File: config.mk
export PLATFORM = sky130hd
export DESIGN_NAME = multi_channel_software_timer_bank_top_flat
export DESIGN_NICKNAME = d
export VERILOG_FILES = /design/src/tsb_pkg.sv /design/src/tsb_in_if.sv /design/src/tsb_out_if.sv /design/src/tsb_cfg_if.sv /design/src/tsb_alu.sv /design/src/tsb_ctrl.sv /design/src/multi_channel_software_timer_bank_top.sv /design/src/flat_wrapper.sv
export SDC_FILE = /design/constraint.sdc
export NUM_CORES = 2
export LEC_CHECK = 0
export ABC_AREA = 1
export BUFFER_PORTS_ARGS = -buffer_cell sky130_fd_sc_hd__buf_2
export CORE_MARGIN = 3
export CORE_UTILIZATION = 50
export DETAILED_ROUTE_END_ITERATION = 16
export HOLD_SLACK_MARGIN = 0.15
export PLACE_DENSITY = 0.66
export REMOVE_ABC_BUFFERS = 1
export SYNTH_ARGS = -nofsm -noshare
export SYNTH_HDL_FRONTEND = slang
export SYNTH_SLANG_ARGS = --single-unit
File: constraint.sdc
create_clock -name clk -period 12.8 [get_ports clk]
set_clock_uncertainty 0.2 [all_clocks]
set_input_delay 0.64 -clock clk [delete_from_list [all_inputs] [get_ports clk]]
set_output_delay 0.64 -clock clk [all_outputs]
set_load 0.03 [all_outputs]
File: src/tsb_pkg.sv
package tsb_pkg;

  localparam int NUM_SLOTS      = 16;
  localparam int FIRE_COUNT_MAX = 255;

  localparam int SLOT_W = (NUM_SLOTS > 1) ? $clog2(NUM_SLOTS) : 1;
  localparam int CNT_W  = $clog2(FIRE_COUNT_MAX + 1);
  // elapsed (32b signed) plus a scaled step of up to 32b unsigned, then minus a period
  localparam int ALU_W  = 35;

  localparam int CFG_IDX_W  = 1;
  localparam int CFG_DATA_W = 24;
  localparam logic [CFG_IDX_W-1:0] REG_DILATION  = 1'd0;
  localparam logic [CFG_IDX_W-1:0] REG_MAX_DELTA = 1'd1;

  localparam logic [15:0] DILATION_RST  = 16'd256;
  localparam logic [23:0] MAX_DELTA_RST = 24'd100000;

  typedef enum logic [1:0] {
    CMD_TICK   = 2'd0,
    CMD_CREATE = 2'd1,
    CMD_REMOVE = 2'd2
  } cmd_t;

  typedef enum logic [1:0] {
    KIND_STATUS    = 2'd0,
    KIND_FIRED     = 2'd1,
    KIND_TICK_DONE = 2'd2
  } kind_t;

  typedef enum logic [1:0] {
    STAT_OK        = 2'd0,
    STAT_NEG_DUR   = 2'd1,
    STAT_OCCUPIED  = 2'd2,
    STAT_NOT_FOUND = 2'd3
  } status_t;

  typedef enum logic {
    ALU_ADD = 1'b0,
    ALU_SUB = 1'b1
  } alu_op_t;

  typedef enum logic [2:0] {
    ST_IDLE,
    ST_CLAMP,
    ST_SCALE,
    ST_LOAD,
    ST_FIRE,
    ST_EMIT,
    ST_FIN,
    ST_RESP
  } state_t;

  typedef struct packed {
    logic [15:0] dilation;
    logic [23:0] max_delta;
  } cfg_t;

  typedef struct packed {
    logic [1:0] kind;
    logic [3:0] slot;
    logic [1:0] status;
    logic [7:0] fire_count;
    logic       last;
  } res_t;

endpackage

File: src/tsb_in_if.sv
interface tsb_in_if;
  logic              valid;
  logic              ready;
  logic [1:0]        cmd;
  logic [3:0]        timer_id;
  logic signed [31:0] duration;
  logic [30:0]       start_delay;
  logic              loop_mode;
  logic [23:0]       raw_step;

  modport source (output valid, cmd, timer_id, duration, start_delay, loop_mode, raw_step,
                  input ready);
  modport sink (input valid, cmd, timer_id, duration, start_delay, loop_mode, raw_step,
                output ready);
endinterface

File: src/tsb_out_if.sv
interface tsb_out_if;
  logic       valid;
  logic       ready;
  logic [1:0] kind;
  logic [3:0] slot;
  logic [1:0] status;
  logic [7:0] fire_count;
  logic       last;

  modport source (output valid, kind, slot, status, fire_count, last, input ready);
  modport sink (input valid, kind, slot, status, fire_count, last, output ready);
endinterface

File: src/tsb_cfg_if.sv
interface tsb_cfg_if;
  import tsb_pkg::*;
  logic                  valid;
  logic                  ready;
  logic [CFG_IDX_W-1:0]  index;
  logic [CFG_DATA_W-1:0] data;

  modport source (output valid, index, data, input ready);
  modport sink (input valid, index, data, output ready);
endinterface

File: src/tsb_alu.sv
module tsb_alu (
  input  tsb_pkg::alu_op_t                 op,
  input  logic signed [tsb_pkg::ALU_W-1:0] a,
  input  logic signed [tsb_pkg::ALU_W-1:0] b,
  output logic signed [tsb_pkg::ALU_W-1:0] res,
  output logic                             pos,
  output logic                             neg
);
  import tsb_pkg::*;

  logic [ALU_W-1:0] b_op;

  assign b_op = (op == ALU_SUB) ? ~b : b;
  assign res  = a + signed'(b_op) + signed'(ALU_W'(op == ALU_SUB));
  assign neg  = res[ALU_W-1];
  assign pos  = !res[ALU_W-1] && (res != '0);
endmodule

File: src/tsb_ctrl.sv
module tsb_ctrl (
  input  logic            clk,
  input  logic            rst_n,
  input  tsb_pkg::cfg_t   cfg,
  input  logic            in_valid,
  output logic            in_ready,
  input  logic [1:0]      in_cmd,
  input  logic [3:0]      in_timer_id,
  input  logic [31:0]     in_duration,
  input  logic [30:0]     in_start_delay,
  input  logic            in_loop_mode,
  input  logic [23:0]     in_raw_step,
  output logic            res_valid,
  input  logic            res_ready,
  output tsb_pkg::res_t   res
);
  import tsb_pkg::*;

  // slot store
  logic                     active_r   [NUM_SLOTS];
  logic                     periodic_r [NUM_SLOTS];
  logic [30:0]              period_r   [NUM_SLOTS];
  logic signed [31:0]       elapsed_r  [NUM_SLOTS];

  state_t              state_r, state_nxt;
  logic [23:0]         raw_r, raw_nxt;
  logic [23:0]         step_r, step_nxt;
  logic [31:0]         scaled_r, scaled_nxt;
  logic [SLOT_W-1:0]   idx_r, idx_nxt;
  logic signed [ALU_W-1:0] e_r, e_nxt;
  logic [CNT_W-1:0]    count_r, count_nxt;
  logic [3:0]          id_r, id_nxt;
  logic [1:0]          status_r, status_nxt;

  alu_op_t                 alu_op;
  logic signed [ALU_W-1:0] alu_a, alu_b, alu_res;
  logic                    alu_pos, alu_neg;

  logic [39:0]        prod;
  logic [SLOT_W-1:0]  id_idx;
  logic               id_ok;
  logic               last_slot;
  logic               fire;

  // store write strobes
  logic               create_we;
  logic               remove_we;
  logic               tick_clr;
  logic               el_we;
  logic signed [31:0] el_wd;

  tsb_alu u_alu (
    .op  (alu_op),
    .a   (alu_a),
    .b   (alu_b),
    .res (alu_res),
    .pos (alu_pos),
    .neg (alu_neg)
  );

  assign prod      = step_r * cfg.dilation;
  assign id_idx    = in_timer_id[SLOT_W-1:0];
  assign id_ok     = 32'(in_timer_id) < NUM_SLOTS;
  assign last_slot = idx_r == SLOT_W'(NUM_SLOTS - 1);
  assign fire      = alu_pos && (count_r != CNT_W'(FIRE_COUNT_MAX));
  assign in_ready  = state_r == ST_IDLE;

  // operand select for the shared adder
  always_comb begin
    alu_op = ALU_ADD;
    alu_a  = '0;
    alu_b  = '0;
    case (state_r)
      ST_IDLE: begin
        alu_op = ALU_SUB;
        alu_b  = signed'(ALU_W'(in_start_delay));
      end
      ST_CLAMP: begin
        alu_op = ALU_SUB;
        alu_a  = signed'(ALU_W'(cfg.max_delta));
        alu_b  = signed'(ALU_W'(raw_r));
      end
      ST_LOAD: begin
        alu_op = ALU_ADD;
        alu_a  = {{(ALU_W-32){elapsed_r[idx_r][31]}}, elapsed_r[idx_r]};
        alu_b  = signed'(ALU_W'(scaled_r));
      end
      ST_FIRE: begin
        alu_op = ALU_SUB;
        alu_a  = e_r;
        alu_b  = signed'(ALU_W'(period_r[idx_r]));
      end
      default: begin
        alu_op = ALU_ADD;
      end
    endcase
  end

  always_comb begin
    state_nxt  = state_r;
    raw_nxt    = raw_r;
    step_nxt   = step_r;
    scaled_nxt = scaled_r;
    idx_nxt    = idx_r;
    e_nxt      = e_r;
    count_nxt  = count_r;
    id_nxt     = id_r;
    status_nxt = status_r;
    create_we  = 1'b0;
    remove_we  = 1'b0;
    tick_clr   = 1'b0;
    el_we      = 1'b0;
    el_wd      = e_r[31:0];
    res_valid  = 1'b0;
    res        = '0;

    case (state_r)
      ST_IDLE: begin
        if (in_valid) begin
          raw_nxt = in_raw_step;
          id_nxt  = in_timer_id;
          case (in_cmd)
            CMD_TICK: begin
              state_nxt = ST_CLAMP;
            end
            CMD_CREATE: begin
              state_nxt = ST_RESP;
              if (in_duration[31]) begin
                status_nxt = STAT_NEG_DUR;
              end else if (!id_ok || active_r[id_idx]) begin
                status_nxt = STAT_OCCUPIED;
              end else begin
                status_nxt = STAT_OK;
                create_we  = 1'b1;
              end
            end
            CMD_REMOVE: begin
              state_nxt = ST_RESP;
              if (id_ok && active_r[id_idx]) begin
                status_nxt = STAT_OK;
                remove_we  = 1'b1;
              end else begin
                status_nxt = STAT_NOT_FOUND;
              end
            end
            default: begin
              state_nxt = ST_IDLE;
            end
          endcase
        end
      end

      ST_CLAMP: begin
        step_nxt  = alu_neg ? cfg.max_delta : raw_r;
        state_nxt = ST_SCALE;
      end

      ST_SCALE: begin
        scaled_nxt = prod[39:8];
        idx_nxt    = '0;
        state_nxt  = ST_LOAD;
      end

      ST_LOAD: begin
        count_nxt = '0;
        e_nxt     = alu_res;
        if (active_r[idx_r]) begin
          state_nxt = ST_FIRE;
        end else if (last_slot) begin
          state_nxt = ST_FIN;
        end else begin
          idx_nxt   = idx_r + 1'b1;
          state_nxt = ST_LOAD;
        end
      end

      ST_FIRE: begin
        if (fire) begin
          count_nxt = count_r + 1'b1;
          e_nxt     = alu_res;
          if (!periodic_r[idx_r]) begin
            tick_clr  = 1'b1;
            el_we     = 1'b1;
            el_wd     = alu_res[31:0];
            state_nxt = ST_EMIT;
          end
        end else begin
          // still past the period at saturation: restart from zero
          el_we = 1'b1;
          el_wd = alu_pos ? '0 : e_r[31:0];
          if (count_r != '0) begin
            state_nxt = ST_EMIT;
          end else if (last_slot) begin
            state_nxt = ST_FIN;
          end else begin
            idx_nxt   = idx_r + 1'b1;
            state_nxt = ST_LOAD;
          end
        end
      end

      ST_EMIT: begin
        res_valid      = 1'b1;
        res.kind       = KIND_FIRED;
        res.slot       = 4'(idx_r);
        res.status     = STAT_OK;
        res.fire_count = 8'(count_r);
        res.last       = 1'b0;
        if (res_ready) begin
          if (last_slot) begin
            state_nxt = ST_FIN;
          end else begin
            idx_nxt   = idx_r + 1'b1;
            state_nxt = ST_LOAD;
          end
        end
      end

      ST_FIN: begin
        res_valid = 1'b1;
        res.kind  = KIND_TICK_DONE;
        res.last  = 1'b1;
        if (res_ready) begin
          state_nxt = ST_IDLE;
        end
      end

      ST_RESP: begin
        res_valid  = 1'b1;
        res.kind   = KIND_STATUS;
        res.slot   = id_r;
        res.status = status_r;
        res.last   = 1'b1;
        if (res_ready) begin
          state_nxt = ST_IDLE;
        end
      end

      default: begin
        state_nxt = ST_IDLE;
      end
    endcase
  end

  always_ff @(posedge clk) begin
    if (!rst_n) begin
      state_r <= ST_IDLE;
    end else begin
      state_r <= state_nxt;
    end
  end

  always_ff @(posedge clk) begin
    raw_r    <= raw_nxt;
    step_r   <= step_nxt;
    scaled_r <= scaled_nxt;
    idx_r    <= idx_nxt;
    e_r      <= e_nxt;
    count_r  <= count_nxt;
    id_r     <= id_nxt;
    status_r <= status_nxt;
  end

  always_ff @(posedge clk) begin
    if (!rst_n) begin
      for (int i = 0; i < NUM_SLOTS; i++) begin
        active_r[i]   <= 1'b0;
        periodic_r[i] <= 1'b0;
      end
    end else begin
      if (create_we) begin
        active_r[id_idx]   <= 1'b1;
        periodic_r[id_idx] <= in_loop_mode;
      end
      if (remove_we) begin
        active_r[id_idx]   <= 1'b0;
        periodic_r[id_idx] <= 1'b0;
      end
      if (tick_clr) begin
        active_r[idx_r] <= 1'b0;
      end
    end
  end

  always_ff @(posedge clk) begin
    if (create_we) begin
      period_r[id_idx]  <= in_duration[30:0];
      elapsed_r[id_idx] <= alu_res[31:0];
    end
    if (el_we) begin
      elapsed_r[idx_r] <= el_wd;
    end
  end
endmodule

File: src/multi_channel_software_timer_bank_top.sv
// Bank of 16 software timers addressed by slot id. Commands: tick (0),
// create (1), remove (2); command code 3 is dropped with no result. Create and
// remove answer one status result. A tick clamps raw_step to max_delta, scales
// it by the Q8.8 dilation factor, adds it to every active slot, and then emits
// one fired result per slot that expired (slot order, fire_count saturating at
// 255) followed by one tick finished result; the final result of every command
// carries last. Times are signed microseconds.
// Throughput: one item at a time; in_ch.ready is high only while the
// sequencer is idle. Create/remove go through accept and a status result.
// A tick goes through accept, clamp and scale, then per slot a load step;
// an active slot then takes compare-and-subtract steps, one per cycle on
// the single shared adder (a periodic slot repeats until it stops firing,
// a one-shot slot retires after its first firing), plus a step to present
// its fired result if it fired, and last the tick finished result. Output
// stalls hold the sequencer in its result states.
// Results leave through a registered output stage, so out_ch.ready may drop
// at any time.
// Configuration: cfg_ch.index 0 = dilation factor (data[15:0], reset 256),
// 1 = max delta (data[23:0], reset 100000). cfg_ch.ready is always high;
// write only while no command is in flight.
module multi_channel_software_timer_bank_top (
  input  logic  clk,
  input  logic  rst_n,
  tsb_in_if.sink    in_ch,
  tsb_out_if.source out_ch,
  tsb_cfg_if.sink   cfg_ch
);
  import tsb_pkg::*;

  cfg_t cfg_r;
  res_t out_data_r;
  logic out_valid_r;

  res_t res;
  logic res_valid;
  logic res_ready;

  // configuration registers
  assign cfg_ch.ready = 1'b1;

  always_ff @(posedge clk) begin
    if (!rst_n) begin
      cfg_r.dilation  <= DILATION_RST;
      cfg_r.max_delta <= MAX_DELTA_RST;
    end else if (cfg_ch.valid) begin
      case (cfg_ch.index)
        REG_DILATION:  cfg_r.dilation  <= cfg_ch.data[15:0];
        REG_MAX_DELTA: cfg_r.max_delta <= cfg_ch.data[23:0];
        default: begin
          cfg_r <= cfg_r;
        end
      endcase
    end
  end

  tsb_ctrl u_ctrl (
    .clk            (clk),
    .rst_n          (rst_n),
    .cfg            (cfg_r),
    .in_valid       (in_ch.valid),
    .in_ready       (in_ch.ready),
    .in_cmd         (in_ch.cmd),
    .in_timer_id    (in_ch.timer_id),
    .in_duration    (in_ch.duration),
    .in_start_delay (in_ch.start_delay),
    .in_loop_mode   (in_ch.loop_mode),
    .in_raw_step    (in_ch.raw_step),
    .res_valid      (res_valid),
    .res_ready      (res_ready),
    .res            (res)
  );

  // output register: takes a new result when empty or being drained
  assign res_ready = !out_valid_r || out_ch.ready;

  always_ff @(posedge clk) begin
    if (!rst_n) begin
      out_valid_r <= 1'b0;
    end else if (res_ready) begin
      out_valid_r <= res_valid;
    end
  end

  always_ff @(posedge clk) begin
    if (res_ready && res_valid) begin
      out_data_r <= res;
    end
  end

  assign out_ch.valid      = out_valid_r;
  assign out_ch.kind       = out_data_r.kind;
  assign out_ch.slot       = out_data_r.slot;
  assign out_ch.status     = out_data_r.status;
  assign out_ch.fire_count = out_data_r.fire_count;
  assign out_ch.last       = out_data_r.last;
endmodule

File: src/flat_wrapper.sv
// flat-port wrapper written by rule: the top's interface ports become plain ports
module multi_channel_software_timer_bank_top_flat import tsb_pkg::*;
  (clk, rst_n, in_ch_valid, in_ch_cmd, in_ch_timer_id, in_ch_duration, in_ch_start_delay, in_ch_loop_mode, in_ch_raw_step, in_ch_ready, out_ch_valid, out_ch_kind, out_ch_slot, out_ch_status, out_ch_fire_count, out_ch_last, out_ch_ready, cfg_ch_valid, cfg_ch_index, cfg_ch_data, cfg_ch_ready);
  tsb_in_if in_ch_i ();
  tsb_out_if out_ch_i ();
  tsb_cfg_if cfg_ch_i ();
  input  logic clk;
  input  logic rst_n;
  input wire logic [$bits(in_ch_i.valid)-1:0] in_ch_valid;
  input wire logic [$bits(in_ch_i.cmd)-1:0] in_ch_cmd;
  input wire logic [$bits(in_ch_i.timer_id)-1:0] in_ch_timer_id;
  input wire logic [$bits(in_ch_i.duration)-1:0] in_ch_duration;
  input wire logic [$bits(in_ch_i.start_delay)-1:0] in_ch_start_delay;
  input wire logic [$bits(in_ch_i.loop_mode)-1:0] in_ch_loop_mode;
  input wire logic [$bits(in_ch_i.raw_step)-1:0] in_ch_raw_step;
  output wire logic [$bits(in_ch_i.ready)-1:0] in_ch_ready;
  output wire logic [$bits(out_ch_i.valid)-1:0] out_ch_valid;
  output wire logic [$bits(out_ch_i.kind)-1:0] out_ch_kind;
  output wire logic [$bits(out_ch_i.slot)-1:0] out_ch_slot;
  output wire logic [$bits(out_ch_i.status)-1:0] out_ch_status;
  output wire logic [$bits(out_ch_i.fire_count)-1:0] out_ch_fire_count;
  output wire logic [$bits(out_ch_i.last)-1:0] out_ch_last;
  input wire logic [$bits(out_ch_i.ready)-1:0] out_ch_ready;
  input wire logic [$bits(cfg_ch_i.valid)-1:0] cfg_ch_valid;
  input wire logic [$bits(cfg_ch_i.index)-1:0] cfg_ch_index;
  input wire logic [$bits(cfg_ch_i.data)-1:0] cfg_ch_data;
  output wire logic [$bits(cfg_ch_i.ready)-1:0] cfg_ch_ready;
  assign in_ch_i.valid = in_ch_valid;
  assign in_ch_i.cmd = in_ch_cmd;
  assign in_ch_i.timer_id = in_ch_timer_id;
  assign in_ch_i.duration = in_ch_duration;
  assign in_ch_i.start_delay = in_ch_start_delay;
  assign in_ch_i.loop_mode = in_ch_loop_mode;
  assign in_ch_i.raw_step = in_ch_raw_step;
  assign in_ch_ready = in_ch_i.ready;
  assign out_ch_valid = out_ch_i.valid;
  assign out_ch_kind = out_ch_i.kind;
  assign out_ch_slot = out_ch_i.slot;
  assign out_ch_status = out_ch_i.status;
  assign out_ch_fire_count = out_ch_i.fire_count;
  assign out_ch_last = out_ch_i.last;
  assign out_ch_i.ready = out_ch_ready;
  assign cfg_ch_i.valid = cfg_ch_valid;
  assign cfg_ch_i.index = cfg_ch_index;
  assign cfg_ch_i.data = cfg_ch_data;
  assign cfg_ch_ready = cfg_ch_i.ready;
  multi_channel_software_timer_bank_top u_core (.clk(clk), .rst_n(rst_n), .in_ch(in_ch_i), .out_ch(out_ch_i), .cfg_ch(cfg_ch_i));
endmodule
==> impl_results.md <==
* GP Congestion at 0.9866
* Fraction of layout instances using a drive strength above 1 at 8.309%
* Final count of negative-setup-slack endpoints at 0
* Growth of design area from synthesis to finish at 11.46%
* Setup repair after global routing missed its margin: false
* Wire length of the first global-routing pass at 281100 um
* Tightest Hold Check Type: input pin to flip-flop
* H-Tree Level Count at 4
* Initial Util at 50.75%
* Critical path's top delay family: compound AO/OA/AOI/OAI gates
* Main flop type after synthesis: edfxtp_1
* Worst-path fanout max at 233
* Gate Count Post-Synth at 6015
* Global-route met2 utilization at 42.27%
* Slew HR at 16.24%
* Total CTS buffers at 130
* Final Critical Period at 9050 ps
* Inst Count DP at 7542
* Required time worst endpoint at 12920 ps
* Yosys warns at 0
* Cell with the largest stage delay on the worst path: nor2_4
* Met3 usage in global routing at 6.061%
* Leading post-synthesis cells by cell area: edfxtp_1 54%, fa_1 9.5%, o21ai_0 5.5%, nand2_1 5.1%, nor2_1 4.4%
* Synth Area per Inst at 10.69 sq um
* Clk sinks at 1238
* Antenna Violating Nets Remaining at 0
* Max Fclk at 110.5 MHz
* Most Crowded Layer GR: met2
* Longest Clk Path Bufs at 3
* Setup Crit Path Kind: flip-flop to flip-flop
* 1st-iter DRT viols at 5380
* Arrival time reported for the critical path endpoint at 9170 ps
* Die outline height at 364.6 um
* Clock tree from TritonCTS: done
* Detailed-placement wirelength estimate at 117200 um
* Yosys top cell area share at 54.07%
* GRT overflow at 0
* Port buffer count at 142
* Vias in the first global route at 44780
* Status: complete, no violations
* Largest area contributor in the netlist: edfxtp_1
* Most frequent cells in the layout: 1158 x edfxtp_1, 881 x nand2_1, 742 x nor2_1, 706 x o21ai_0, 647 x inv_1
* Kind of capture point of the worst setup path: flip-flop
* Number of detailed-routing iterations run before antenna repair at 6
* Largest net degree at the start of global routing at 234
* Crit-path most repeated cell: nand2_1
* Actual slew at the worst max-slew pin at 1256 ps
* Clock-pin transition on the worst setup and hold timing paths at 60 ps
* Post-synth EDFFs at 1158
* Number of endpoints with negative hold slack in the final report at 0
* Post-detailed-route wirelength per cell at 23.84 um
* Num ports at 144
* Number of synthesized register bits at 1238
* Final slew viol count at 0
* Clock latency reported for the late side of the worst-skew pair at 750 ps
* Startpoint type of the worst setup path: flip-flop
* Fin Hold WS at 252.5 ps
* Die width at 364.6 um
* Antenna violations before repair at 4
* Ys async rst share at 0%
* Delay of the slowest cell on the worst path at 1030 ps
* Post-synthesis instance area at 0.06431 sq mm
* Final routed DRC violation total at 0
* Final worst setup slack at 3750 ps
* Worst-case setup slack after placement at 3895 ps
* Vias per std cell at 5.901
* Die Area at 0.1330 sq mm
* Count of buffering cells on the critical path with inverters included at 4
* Number of violations of the max-capacitance limit at 0
* Met1 demand-to-capacity share in global routing at 41.60%
* Overall via count from detail_route at 46390
* Layout Nets at 6688
* Cell at the root of the clock tree: clkbuf_16
* Final Instance Count excl. Fillers at 7862
* Area of the core at 0.1267 sq mm
* Detailed Route WL at 187500 um
* Share of the yosys chip area belonging to registers at 56.56%
* Leading cell type in the layout, fill and taps excluded: edfxtp_1
* Portion of the clock cycle consumed by the worst path in the final layout at 70.71%
* Site row count at 130
* GR Util All Layers at 28.17%
* Synth cell types at 63
==> cells by family after synthesis <==
family	share of synthesized area [%]
other cells	0.005831
compound gates	12.07
flops	56.56
xor+xnor	1.014
simple gates	11.79
fa+ha+maj	12.41
buf+inv	6.158
==> timing repair <==
item,4_1_cts,5_1_grt
resized for setup,0,0
setup buffers,0,0
endpoints found under the hold margin,568,0
hold buffers,86,0
==> final cells by class <==
| class | instances | area (sq um) |
|---|---|---|
| diodes | 2 | 5.005 |
| clock buffers | 168 | 3448 |
| clock inverters | 64 | 648.1 |
| fillers | 10530 | 55030 |
| inverters | 667 | 2532 |
| multi-input cells | 3745 | 24210 |
| flip-flops and latches | 1238 | 36390 |
| well taps | 1650 | 2064 |
| repair buffers | 328 | 2385 |
==> sequential cells by signal (all words and copies together) (netlist names), named ones only <==
signal,cells
u_core.u_ctrl.state_r,3
u_core.out_ch.kind,2
u_core.u_ctrl.idx_r,4
u_core.out_ch.last,1
u_core.out_ch.valid,1
u_core.out_ch.fire_count,8
u_core.u_ctrl.count_r,8
u_core.u_ctrl.raw_r,24
u_core.u_ctrl.periodic_r,16
u_core.out_ch.status,2
u_core.u_ctrl.e_r,35
u_core.out_ch.slot,4
u_core.cfg_r,40
u_core.u_ctrl.scaled_r,32
u_core.u_ctrl.active_r,16
u_core.u_ctrl.period_r,496
u_core.u_ctrl.id_r,4
u_core.u_ctrl.status_r,2
u_core.u_ctrl.step_r,24
u_core.u_ctrl.elapsed_r,512
==> worst register-to-register path, delay by kind of cell, from the launching register on <==
kind,cells,cell delay (ps)
fa+ha+maj,1,380
buf+inv,4,1510
xor+xnor,2,570
simple gates,11,2510
compound gates,11,2520
flops,1,950
==> Yosys cell counts, drive strengths merged (8+ instances only) <==
master  instances
nand3         161
a21oi         143
a211oi         15
o22ai         189
ha            148
dfxtp          80
fa            306
o221ai         94
a21boi         11
nand4          11
o21ai         718
o21bai         10
a221oi          9
clkinv          9
nand2         904
o211ai         64
a22o            8
a22oi           8
a32o           12
o32ai          11
nor3           36
inv           658
xnor2          22
edfxtp       1158
xor2           49
buf            46
nor2          768
clkbuf        319
o21a            9
==> per-layer routing <==
layer | part of all wire [%] | vias up
met5 | 0.014 | -
li1 | - | 20840
met3 | 11 | 291
met4 | 2.5 | 4
met2 | 44 | 2240
met1 | 42 | 23020
==> path summary, 6_finish.rpt <==
path,startpoint,slack (ps),endpoint,depth (start not counted)
hold reg to reg,u_core.cfg_r[32],270,u_core.cfg_r[32],2
hold / removal,cfg_ch_index,250,u_core.cfg_r[32],5
setup reg to reg,flip-flop,3750,u_core.u_ctrl.elapsed_r[12][5],29
setup / recovery,flip-flop,3750,u_core.u_ctrl.elapsed_r[12][5],29
==> per-stage QoR <==
| stage | setup TNS, ps | cell area [sq um] | utilization, % |
|---|---|---|---|
| 2_1_floorplan | -8524830 | 62860 | - |
| 3_3_place_gp | 0 | 66720 | 52.65 |
| 6_report | 0 | 71680 | 56.57 |
| 5_1_grt | 0 | 71680 | 56.57 |
| 4_1_cts | 0 | 71680 | 56.57 |
| 3_5_place_dp | 0 | 66720 | 52.65 |
Power is not shown: default switching activity piles up to over one toggle a cycle in this logic, so the estimate is an artifact.
